`src/rtl/wmtk_pkg.sv`:
```
`default_nettype none

package wmtk_pkg;

   localparam int SCORE_BITS = 4;
   localparam int COORD_BITS = 32;
   localparam int CODE_BITS = 8;
   localparam int QUERY_CODE_BITS = 7;
   localparam int KEEP_BITS = 5;
   localparam int CSR_INDEX_BITS = 3;
   localparam int CSR_DATA_BITS = 32;
   localparam int OUT_ROW_BITS = 32;

   typedef logic [SCORE_BITS-1:0] score_type;
   typedef logic [CSR_INDEX_BITS-1:0] csr_index_type;

   localparam csr_index_type CSR_QUERY_REGION = 3'd0;
   localparam csr_index_type CSR_QUERY_CATEGORY = 3'd1;
   localparam csr_index_type CSR_QUERY_LATITUDE = 3'd2;
   localparam csr_index_type CSR_QUERY_LONGITUDE = 3'd3;
   localparam csr_index_type CSR_KEEP_COUNT = 3'd4;

   localparam logic [KEEP_BITS-1:0] KEEP_COUNT_RESET = 5'd5;

   localparam score_type SCORE_REGION = 4'd4;
   localparam score_type SCORE_CATEGORY = 4'd6;
   localparam score_type SCORE_NEAR = 4'd2;
   localparam score_type SCORE_MID = 4'd1;

   localparam logic [63:0] NEAR_LIMIT = 64'd17592186044;
   localparam logic [63:0] MID_LIMIT = 64'd175921860444;

   typedef struct packed {
      logic insert;
      logic shift_out;
      logic clear;
   } cell_cmd_type;

endpackage

`default_nettype wire

```
`src/rtl/wmtk_cell.sv`:
```
`default_nettype none

module wmtk_cell #(
   parameter int ROW_NUMBER_BITS = 32
) (
   input  wire logic                          clock,
   input  wire logic                          reset,
   input  wire wmtk_pkg::cell_cmd_type        cmd,
   input  wire wmtk_pkg::score_type           new_score,
   input  wire logic [ROW_NUMBER_BITS-1:0]    new_row,
   input  wire wmtk_pkg::score_type           prev_score,
   input  wire logic [ROW_NUMBER_BITS-1:0]    prev_row,
   input  wire logic                          prev_gt,
   input  wire wmtk_pkg::score_type           next_score,
   input  wire logic [ROW_NUMBER_BITS-1:0]    next_row,
   output logic                               gt,
   output wmtk_pkg::score_type                score,
   output logic [ROW_NUMBER_BITS-1:0]         row
);

   wmtk_pkg::score_type score_ff, score_in;
   logic [ROW_NUMBER_BITS-1:0] row_ff, row_in;

   // A new entry goes after every held entry of equal score.
   assign gt = cmd.insert && (new_score > score_ff);

   always_comb begin
      score_in = score_ff;
      row_in = row_ff;
      if (cmd.clear) begin
         score_in = '0;
      end else if (cmd.shift_out) begin
         score_in = next_score;
         row_in = next_row;
      end else if (gt) begin
         if (prev_gt) begin
            score_in = prev_score;
            row_in = prev_row;
         end else begin
            score_in = new_score;
            row_in = new_row;
         end
      end
   end

   always_ff @(posedge clock) begin
      if (reset) begin
         score_ff <= '0;
      end else begin
         score_ff <= score_in;
      end
   end

   always_ff @(posedge clock) begin
      row_ff <= row_in;
   end

   assign score = score_ff;
   assign row = row_ff;

endmodule

`default_nettype wire

```
`config.mk`:
```
export PLATFORM = sky130hd
export DESIGN_NAME = wmtk_cell
export DESIGN_NICKNAME = d
export VERILOG_FILES = /design/src/rtl/wmtk_pkg.sv /design/src/rtl/wmtk_cell.sv
export SDC_FILE = /design/constraint.sdc
export NUM_CORES = 1
export LEC_CHECK = 0
export BUFFER_PORTS_ARGS = -buffer_cell sky130_fd_sc_hd__buf_2
export CAP_MARGIN = 15
export CORE_MARGIN = 4
export CORE_UTILIZATION = 40
export DETAILED_ROUTE_END_ITERATION = 16
export PLACE_DENSITY = 0.8
export SKIP_LAST_GASP = 1
export SLEW_MARGIN = 20
export SYNTH_ARGS = -nofsm -noshare
export SYNTH_HDL_FRONTEND = slang
export SYNTH_SLANG_ARGS = --single-unit
```
`constraint.sdc`:
```
create_clock -name clock -period 4 [get_ports clock]
set_clock_uncertainty 0.2 [all_clocks]
set_input_delay 0.8 -clock clock [delete_from_list [all_inputs] [get_ports clock]]
set_output_delay 0.8 -clock clock [all_outputs]
set_load 0.01 [all_outputs]
```
==> impl_results.md <==
* Status: complete, no violations
* Number of setup buffers added after CTS at 0
* First-pass GRT wire length at about 8000 um
* Largest net degree at the start of global routing at between 40 and 50
* Post-layout nets at ~450
* Height of the die at roughly 79 um
* Register area share after synthesis at ~52%
* Share of the synthesized area in the top cell type at between 40% and 50%
* FMAX at around 360 MHz
* Tot Pwr at between 800 and 900 uW
* Slew headroom at about 30%
* Layout overhead on the synthesized area at 43.2%
* Cell area after synthesis at roughly 2000 um2
* Die Area at between 6000 and 7000 um2
* Hold/Removal Path Class: reg2reg
* Initial Util at roughly two fifths
* Hpwl dp at 4110 um
* FF-to-FF setup slack at 1.45 ns
* Leak pwr at between 0.001 and 0.0015 uW
* Final worst-path cycle share at 69.7%
* Worst r2r src: score[3]
* Synth area leader: edfxtp_1
* Fin crit period at around 2.8 ns
* CP Capture Type: flop
* Post-CTS Resized at 0
* IO Port Bufs at 150
* Share of layout cells above drive strength 1 at just under 50%
* Vias per cell at 4.61
* Worst r2r dst: row[1]
* CTS tree: done
* Root Driver: clkbuf_8
* Least-Margin Pin Slew at 1.06 ns
* Row count at 25
* I/O pin total at 151
* Ranking of synthesized cells by area: edfxtp_1 48%, mux2i_1 20%, nand2_1 8.5%
* YS warnings at 0
* Pwr dens at about 310 nW/um2
* Initial DRC count at 76
* Worst setup endpoint: row[1]
* R2R cell count at 7
* CTS buffer count at 5
* Drt drc at 0
* Unrepaired setup endpoints after global routing: false
* Clock Sink Count at 36
* DRT antenna net count at 0
* Post-synth net total at between 300 and 400
* Startpoint Class: primary input
* Crit Path Category: in2reg
* Hold buffers post-CTS at 0
* Cell variety after synth at 20
* WL per Instance at roughly 13 um
* Avg Cell Area, Syn at 10.6 um2
* CORE AREA at 4790 um2
* Final WL at just over 5000 um
* Max-slew violation count at 0
* Final number of setup-violating endpoints at 0
* Initial antenna violation count at 0
* Fillers at 435
* Die width at ~80 um
* Mapped Cells at around 190
* Max Cap Viol at 0
* Yosys reg bits at 36
* Vias in the first global route at between 1500 and 2000
* DR vias at around 1800
* # diodes at 0
* Clock latency on the worst-skew pair at around 0.28 ns
* Overall routing resource usage at around 16%
* Clk buf depth at 2
* CP Max Fanout at 19
* First-pass DRT Iterations at 4
* Arr. time, crit path at between 2 and 3 ns
* Final core occ at slightly below 60%
* Routability cong. at 0.805
* Final setup TNS at 0 ns
* Req. time, crit path at about 3.8 ns
* Critical Path Start: new_score[3]
* Clock transition at the registers of the reported paths at 0.07 ns
* Peak VDD IR at about 0.17 mV
* Hold_sp: score[1]
* Final Hold Viols at 0
* H-tree levels at 2
* Final global-route overflow total at 0
cells in the mapped netlist:
cell type,n
a21oi_1,3
a31o_1,1
buf_1,4
buf_2,2
buf_4,4
buf_6,1
clkbuf_1,2
dfxtp_1,4
edfxtp_1,32
ha_1,4
inv_1,4
inv_2,1
mux2i_1,40
nand2_1,45
nand4_1,1
nor2_1,2
nor2b_2,1
o211ai_2,1
o21ai_0,20
o21ai_1,16
sequential cells by signal (all words and copies together) (netlist names):
signal and count:
score 4, row 32
power breakdown:
| part | switching, uW | leakage [uW] | total [uW] | internal (uW) |
|---|---|---|---|---|
| combinational | 98.5 | 0.00104 | 194 | 95.1 |
| sequential | 6.58 | 0.000339 | 451 | 445 |
| clock | 120 | 0.0000410 | 238 | 118 |
how the worst min path moves through the flow:
stage,to,cells past startpoint,slack (ns)
final,score[1],2,0.29
after detailed placement,score[3],2,0.28
after floorplan,score[1],2,0.29
after global routing,score[1],2,0.31
after CTS,score[3],2,0.29
after global placement,score[1],2,0.26
metrics by stage:
| stage | hold slack (ns) | setup WS [ns] | cell area, um2 | instances |
|---|---|---|---|---|
| final | 0.288 | 1.21 | 2850 | 401 |
| after global routing | 0.311 | 1.07 | 2850 | 401 |
| after CTS | 0.292 | 1.18 | 2850 | 401 |
| after detailed placement | 0.282 | 0.877 | 2780 | 394 |
| after global placement | 0.260 | 0.950 | 2780 | 394 |
| after floorplan | 0.294 | 0.383 | 1990 | 188 |
cell families (layout without fill, tap and decap cells):
group / count (synthesis) / in the layout / synth area share [%]
AO/OA/AOI/OAI: 41 / 41 / 10.9
adder cells (fa/ha/maj): 4 / 4 / 2.51
buffers and inverters: 18 / 164 / 4.65
flip-flops: 36 / 36 / 52.3
multiplexers: 40 / 40 / 20.1
AND/OR/NAND/NOR: 49 / 49 / 9.61
per-layer routing:
metal  global-route usage [%]  vias up  share of wire (%)
met4                     5.77        0                1.0
met2                     30.9       84                 52
met3                     4.47        5                9.1
li1                         -      961                  -
met1                     17.4      798                 37
met5                        0        -                  0
cell type report:
| cell class | instances | area, um2 | area share, % |
|---|---|---|---|
| clock buffers | 6 | 72.6 | 2.54 |
| clock inverters | 1 | 5.00 | 0.175 |
| inverters | 5 | 18.8 | 0.658 |
| multi-input cells | 134 | 866 | 30.4 |
| flip-flops and latches | 36 | 1040 | 36.5 |
| well taps | 67 | 83.8 | 2.94 |
| repair buffers | 152 | 766 | 26.8 |
worst max-delay path, stage by stage:
cell and delay [ns]:
buf_2 0.11, ha_1 0.33, nand4_1 0.14, a21oi_1 0.09, a31o_1 0.32, nor2_4 0.46, buf_4 0.32
placed cells by master, fill, tap and decap left out:
cell type	synthesis	final
inv_2	1	1
a31o_1	1	1
nor2_4	0	1
ha_1	4	4
clkbuf_1	2	1
buf_4	4	2
nor2b_2	1	1
o21ai_1	16	16
clkbuf_8	0	5
nand2_1	45	45
nor2_1	2	1
clkinv_2	0	1
inv_1	4	4
nand4_1	1	1
edfxtp_1	32	32
a21oi_1	3	3
buf_2	2	150
dfxtp_1	4	4
o211ai_2	1	1
mux2i_1	40	40
o21ai_0	20	20
Note: power is estimated with default switching activity, not from simulation.
