===== config.mk =====
export PLATFORM = sky130hd
export DESIGN_NAME = wmtk_score
export DESIGN_NICKNAME = d
export VERILOG_FILES = /design/src/rtl/wmtk_pkg.sv /design/src/rtl/wmtk_score.sv
export SDC_FILE = /design/constraint.sdc
export NUM_CORES = 2
export LEC_CHECK = 0
export ABC_AREA = 1
export BUFFER_PORTS_ARGS = -buffer_cell sky130_fd_sc_hd__buf_4
export CAP_MARGIN = 10
export CORE_MARGIN = 2
export CORE_UTILIZATION = 40
export DETAILED_ROUTE_END_ITERATION = 10
export PLACE_DENSITY_LB_ADDON = 0.08
export SLEW_MARGIN = 5
export SYNTH_ARGS = -nofsm -noshare
export SYNTH_HDL_FRONTEND = slang
export SYNTH_SLANG_ARGS = --single-unit

===== constraint.sdc =====
create_clock -name clock -period 19 [get_ports clock]
set_input_delay 3.8 -clock clock [delete_from_list [all_inputs] [get_ports clock]]
set_output_delay 3.8 -clock clock [all_outputs]
set_load 0.05 [all_outputs]

===== src/rtl/wmtk_pkg.sv =====
`default_nettype none

package wmtk_pkg;

   localparam int SCORE_BITS = 4;
   localparam int COORD_BITS = 32;
   localparam int CODE_BITS = 8;
   localparam int QUERY_CODE_BITS = 7;
   localparam int KEEP_BITS = 5;
   localparam int CSR_INDEX_BITS = 3;
   localparam int CSR_DATA_BITS = 32;
   localparam int OUT_ROW_BITS = 32;

   typedef logic [SCORE_BITS-1:0] score_type;
   typedef logic [CSR_INDEX_BITS-1:0] csr_index_type;

   localparam csr_index_type CSR_QUERY_REGION = 3'd0;
   localparam csr_index_type CSR_QUERY_CATEGORY = 3'd1;
   localparam csr_index_type CSR_QUERY_LATITUDE = 3'd2;
   localparam csr_index_type CSR_QUERY_LONGITUDE = 3'd3;
   localparam csr_index_type CSR_KEEP_COUNT = 3'd4;

   localparam logic [KEEP_BITS-1:0] KEEP_COUNT_RESET = 5'd5;

   localparam score_type SCORE_REGION = 4'd4;
   localparam score_type SCORE_CATEGORY = 4'd6;
   localparam score_type SCORE_NEAR = 4'd2;
   localparam score_type SCORE_MID = 4'd1;

   localparam logic [63:0] NEAR_LIMIT = 64'd17592186044;
   localparam logic [63:0] MID_LIMIT = 64'd175921860444;

   typedef struct packed {
      logic insert;
      logic shift_out;
      logic clear;
   } cell_cmd_type;

endpackage

`default_nettype wire


===== src/rtl/wmtk_score.sv =====
`default_nettype none

module wmtk_score #(
   parameter int ROW_NUMBER_BITS = 32
) (
   input  wire logic                                       clock,
   input  wire logic                                       reset,
   input  wire logic                                       in_valid,
   input  wire logic signed [wmtk_pkg::CODE_BITS-1:0]      row_region,
   input  wire logic signed [wmtk_pkg::CODE_BITS-1:0]      row_category,
   input  wire logic signed [wmtk_pkg::COORD_BITS-1:0]     row_latitude,
   input  wire logic signed [wmtk_pkg::COORD_BITS-1:0]     row_longitude,
   input  wire logic [ROW_NUMBER_BITS-1:0]                 row_index,
   input  wire logic                                       final_row,
   input  wire logic [wmtk_pkg::QUERY_CODE_BITS-1:0]       query_region,
   input  wire logic [wmtk_pkg::QUERY_CODE_BITS-1:0]       query_category,
   input  wire logic signed [wmtk_pkg::COORD_BITS-1:0]     query_latitude,
   input  wire logic signed [wmtk_pkg::COORD_BITS-1:0]     query_longitude,
   output logic                                            out_valid,
   output wmtk_pkg::score_type                             out_score,
   output logic [ROW_NUMBER_BITS-1:0]                      out_row,
   output logic                                            out_final
);

   localparam int CB = wmtk_pkg::COORD_BITS;

   logic signed [CB:0] lat_diff;
   logic signed [CB:0] lon_diff;
   logic [CB:0] lat_mag;
   logic [CB:0] lon_mag;

   logic s1_valid_ff, s1_valid_in;
   logic s1_final_ff;
   logic [ROW_NUMBER_BITS-1:0] s1_row_ff;
   logic s1_region_ff, s1_category_ff, s1_dist_en_ff;
   logic s1_lat_over_ff, s1_lon_over_ff;
   logic [CB-1:0] s1_lat_mag_ff, s1_lon_mag_ff;

   logic s2_valid_ff;
   logic s2_final_ff;
   logic [ROW_NUMBER_BITS-1:0] s2_row_ff;
   logic s2_region_ff, s2_category_ff, s2_dist_en_ff;
   logic [63:0] s2_lat_sq_ff, s2_lon_sq_ff;
   logic [63:0] lat_sq_in, lon_sq_in;

   logic [64:0] dist_sum;
   logic [63:0] dist_sat;
   wmtk_pkg::score_type score_in;

   logic s3_valid_ff;
   logic s3_final_ff;
   logic [ROW_NUMBER_BITS-1:0] s3_row_ff;
   wmtk_pkg::score_type s3_score_ff;

   assign s1_valid_in = in_valid;
   assign lat_diff = (CB+1)'(row_latitude) - (CB+1)'(query_latitude);
   assign lon_diff = (CB+1)'(row_longitude) - (CB+1)'(query_longitude);
   assign lat_mag = lat_diff[CB] ? (CB+1)'(-lat_diff) : (CB+1)'(lat_diff);
   assign lon_mag = lon_diff[CB] ? (CB+1)'(-lon_diff) : (CB+1)'(lon_diff);

   always_ff @(posedge clock) begin
      if (reset) begin
         s1_valid_ff <= 1'b0;
         s2_valid_ff <= 1'b0;
         s3_valid_ff <= 1'b0;
      end else begin
         s1_valid_ff <= s1_valid_in;
         s2_valid_ff <= s1_valid_ff;
         s3_valid_ff <= s2_valid_ff;
      end
   end

   always_ff @(posedge clock) begin
      s1_final_ff <= final_row;
      s1_row_ff <= row_index;
      s1_region_ff <= (query_region != '0) &&
                      (row_region == $signed({1'b0, query_region}));
      s1_category_ff <= (query_category != '0) &&
                        (row_category == $signed({1'b0, query_category}));
      s1_dist_en_ff <= (query_latitude != '0) && (query_longitude != '0) &&
                       (row_latitude != '0);
      s1_lat_over_ff <= lat_mag[CB];
      s1_lon_over_ff <= lon_mag[CB];
      s1_lat_mag_ff <= lat_mag[CB-1:0];
      s1_lon_mag_ff <= lon_mag[CB-1:0];
   end

   assign lat_sq_in = s1_lat_over_ff ? '1 : 64'(s1_lat_mag_ff) * 64'(s1_lat_mag_ff);
   assign lon_sq_in = s1_lon_over_ff ? '1 : 64'(s1_lon_mag_ff) * 64'(s1_lon_mag_ff);

   always_ff @(posedge clock) begin
      s2_final_ff <= s1_final_ff;
      s2_row_ff <= s1_row_ff;
      s2_region_ff <= s1_region_ff;
      s2_category_ff <= s1_category_ff;
      s2_dist_en_ff <= s1_dist_en_ff;
      s2_lat_sq_ff <= lat_sq_in;
      s2_lon_sq_ff <= lon_sq_in;
   end

   assign dist_sum = 65'(s2_lat_sq_ff) + 65'(s2_lon_sq_ff);
   assign dist_sat = dist_sum[64] ? '1 : dist_sum[63:0];

   always_comb begin
      score_in = '0;
      if (s2_region_ff) begin
         score_in = score_in + wmtk_pkg::SCORE_REGION;
      end
      if (s2_category_ff) begin
         score_in = score_in + wmtk_pkg::SCORE_CATEGORY;
      end
      if (s2_dist_en_ff) begin
         if (dist_sat <= wmtk_pkg::NEAR_LIMIT) begin
            score_in = score_in + wmtk_pkg::SCORE_NEAR;
         end else if (dist_sat <= wmtk_pkg::MID_LIMIT) begin
            score_in = score_in + wmtk_pkg::SCORE_MID;
         end
      end
   end

   always_ff @(posedge clock) begin
      s3_final_ff <= s2_final_ff;
      s3_row_ff <= s2_row_ff;
      s3_score_ff <= score_in;
   end

   assign out_valid = s3_valid_ff;
   assign out_score = s3_score_ff;
   assign out_row = s3_row_ff;
   assign out_final = s3_final_ff;

endmodule

`default_nettype wire


==> results.sh <==
export IMPL_fin_crit_sh_pct=45.5
export IMPL_drt_iter0_drc=3409
export IMPL_cts_buffers_inserted=41
export IMPL_cts_sinks=306
export IMPL_slowest_delay_ns=0.71
export IMPL_gp_congestion=0.916
export IMPL_r2r_start="s1_lat_mag_ff[13]"
export IMPL_cts_setup_buffers=0
export IMPL_outcome="completed"
export IMPL_grt_ovfl_total=0
export IMPL_cap_violations=0
export IMPL_grt_usage_pct=24.2
export IMPL_nets=12875
export IMPL_rsz0062_at_grt="no"
export IMPL_initial_core_util_pct=40.3
export IMPL_period_minus_slack_ns=8.65
export IMPL_place_port_buffers=231
export IMPL_setup_viol=0
export IMPL_r2r_slack_ns=10.35
export IMPL_instances_no_fill=13036
export IMPL_rows=163
export IMPL_antenna_found_initial=1
export IMPL_grt_pass1_wl_mm=384
export IMPL_via_per_inst=4.78
export IMPL_wl_mm=239
export IMPL_post_cts_resized=0
export IMPL_syn_inst=10244
export IMPL_cts_tree="yes"
export IMPL_setup_ws_ns=10.35
export IMPL_cp_slowest_cell="dfxtp_1"
export IMPL_die_area_mm2=0.202
export IMPL_clock_root_buffer="clkbuf_16"
export IMPL_hp_class="reg2reg"
export IMPL_met1_usage_pct=33.7
export IMPL_maxSlewViolCount=0
export IMPL_crit_path_end_kind="flip-flop"
export IMPL_min_to="out_row[23]"
export IMPL_fmax_ghz=0.116
export IMPL_holdPathStages=0
export IMPL_grt_max_degree=39
export IMPL_yosysTopAreaCell="fa_1"
export IMPL_async_flop_share_pct=0
export IMPL_critPathBufInv=6
export IMPL_final_hold_viol_count=0
export IMPL_busiest_layer="met2"
export IMPL_clk_latency_ns=0.65
export IMPL_ys_types=61
export IMPL_critPathTopFamily="adder cells"
export IMPL_dp_cells=12961
export IMPL_arrival_ns=9.13
export IMPL_first_pass_iters=5
export IMPL_core_mm2=0.197
export IMPL_use_met3_pct=2.35
export IMPL_finClkSkew_ns=0.0604
export IMPL_rr_worst_depth=29
export IMPL_avgSynthCellArea_um2=7.75
export IMPL_hp_start="s2_row_ff[23]"
export IMPL_nFillCells=20429
export IMPL_synth_seq_area_share_pct=7.72
export IMPL_synth_area_leaders="fa_1, inv_1, ha_1"
export IMPL_cts_buffer_depth=3
export IMPL_synth_top_area_share_pct=40.0
export IMPL_num_vias=62265
export IMPL_worst_slew_pin_slew_ns=0.929
export IMPL_dpl_hpwl_mm=201
export IMPL_die_h_um=450
export IMPL_drc=0
export IMPL_place_ws_ns=10.48
export IMPL_ant_nets=0
export IMPL_synth_nets=12755
export IMPL_wl_per_cell_um=18.3
export IMPL_criticalPathCategory="reg2reg"
export IMPL_critPathRequiredTime_ns=19.48
export IMPL_clkTransAtPathRegs_ns=0.08
export IMPL_synth_warnings=0
export IMPL_num_io_pins=232
export IMPL_fin_util_pct=43.3
export IMPL_synth_ff_latch_count=306
export IMPL_die_x_um=450
export IMPL_hold_buffers=0
export IMPL_synth_enable_flop_cells=0
export IMPL_cts_max_level=2
export IMPL_layout_drive_gt1_share_pct=4.69
export IMPL_r2r_end="s2_lat_sq_ff[53]"
export IMPL_grt_pass1_vias=67859
export IMPL_path_max_fanout=21
export IMPL_syn_to_final_growth_pct=7.64
export IMPL_start_kind="flip-flop"
export IMPL_slew_limit_headroom_pct=37.5
export IMPL_syn_area_mm2=0.0794
export IMPL_grt_use_met2_pct=41.4
export IMPL_fin_setup_tns_ns=0
export IMPL_critPathMostFrequentCell="fa_1"
export IMPL_ys_flop_type="dfxtp_1"
==> synthesized netlist by cell type (all sizes together) (52+ instances only) <==
cell type	number
xor2	155
nand4	73
nor2	532
fa	1588
o21ai	211
ha	729
nand2	2166
nor3	54
inv	3149
o21bai	52
or2	61
a31oi	55
xnor2	62
a21oi	375
dfxtp	306
nand3	265
clkbuf	201
==> placed cells by master (no fill, tap or decap), types with 5 or more instances in the layout <==
| cell | n |
|---|---|
| a21oi_1 | 369 |
| nor2_1 | 527 |
| o21ai_0 | 195 |
| or2_2 | 58 |
| nand3_1 | 260 |
| a21boi_0 | 5 |
| xor2_1 | 155 |
| nor4_1 | 41 |
| o21a_1 | 12 |
| o21ai_1 | 14 |
| a21oi_2 | 5 |
| buf_4 | 304 |
| inv_6 | 10 |
| clkbuf_1 | 6 |
| a31oi_1 | 55 |
| nand2_2 | 10 |
| clkinv_2 | 5 |
| and3_1 | 6 |
| fa_1 | 1588 |
| ha_1 | 729 |
| a31o_2 | 14 |
| clkbuf_16 | 41 |
| o21bai_1 | 51 |
| a21o_1 | 44 |
| nand2_1 | 2156 |
| o221ai_1 | 8 |
| xnor2_1 | 62 |
| nand4_1 | 73 |
| inv_1 | 3146 |
| nor3_1 | 49 |
| nand3b_1 | 16 |
| dfxtp_1 | 306 |
| o211ai_1 | 10 |
==> worst max path at each step <==
| stage | start | to | slack, ns | cells past startpoint |
|---|---|---|---|---|
| floorplan | s1_lat_mag_ff[4] | s2_lat_sq_ff[53] | 11.73 | 29 |
| finish | s1_lat_mag_ff[13] | s2_lat_sq_ff[53] | 10.35 | 29 |
| detailed placement | s1_lon_mag_ff[5] | s2_lon_sq_ff[60] | 10.48 | 29 |
| CTS | s1_lat_mag_ff[13] | s2_lat_sq_ff[53] | 10.42 | 29 |
| global placement | s1_lon_mag_ff[5] | s2_lon_sq_ff[60] | 10.47 | 29 |
| global route | s1_lat_mag_ff[13] | s2_lat_sq_ff[53] | 9.85 | 29 |
==> layer usage <==
| layer | wire (µm) | vias up |
|---|---|---|
| met5 | 0 | - |
| met2 | 114000 | 1343 |
| met3 | 10500 | 185 |
| met4 | 3580 | 0 |
| li1 | - | 30064 |
| met1 | 111000 | 30673 |
==> area by class of cell <==
| class | instances | area [µm²] | share of cell area [%] |
|---|---|---|---|
| Sequential cell | 306 | 6130 | 7.17 |
| Clock inverter | 24 | 251 | 0.294 |
| Multi-Input combinational cell | 6561 | 60600 | 70.9 |
| Clock buffer | 50 | 1090 | 1.28 |
| Antenna cell | 1 | 2.50 | 0.00293 |
| Inverter | 3150 | 11800 | 13.8 |
| Timing Repair Buffer | 304 | 2280 | 2.67 |
| Tap cell | 2640 | 3300 | 3.87 |
==> kinds of logic after synthesis <==
| family | Yosys count | synth area share (%) |
|---|---|---|
| buffers and inverters | 3377 | 16.0 |
| and+or+nand+nor | 3219 | 16.5 |
| adders and majority gates | 2317 | 51.5 |
| AOI/OAI and AO/OA | 808 | 5.83 |
| DFF | 306 | 7.72 |
| xor gates and xnor gates | 217 | 2.39 |
==> flip-flops by register name (all words and copies together), names as in the netlist, 4 cells and up <==
| register | flops |
|---|---|
| s2_lat_sq_ff | 64 |
| s2_lon_sq_ff | 64 |
| out_row | 32 |
| s1_lat_mag_ff | 32 |
| s1_lon_mag_ff | 32 |
| s1_row_ff | 32 |
| s2_row_ff | 32 |
| out_score | 4 |
==> through the flow <==
stage	hold WS, ns	area, µm²
2_1_floorplan	0.310	79400
5_1_grt	0.314	85500
6_report	0.306	85500
4_1_cts	0.304	85500
3_5_place_dp	0.312	84100
3_3_place_gp	0.310	84100
Power is not shown: default switching activity piles up to over one toggle a cycle in this logic, so the estimate is an artifact.
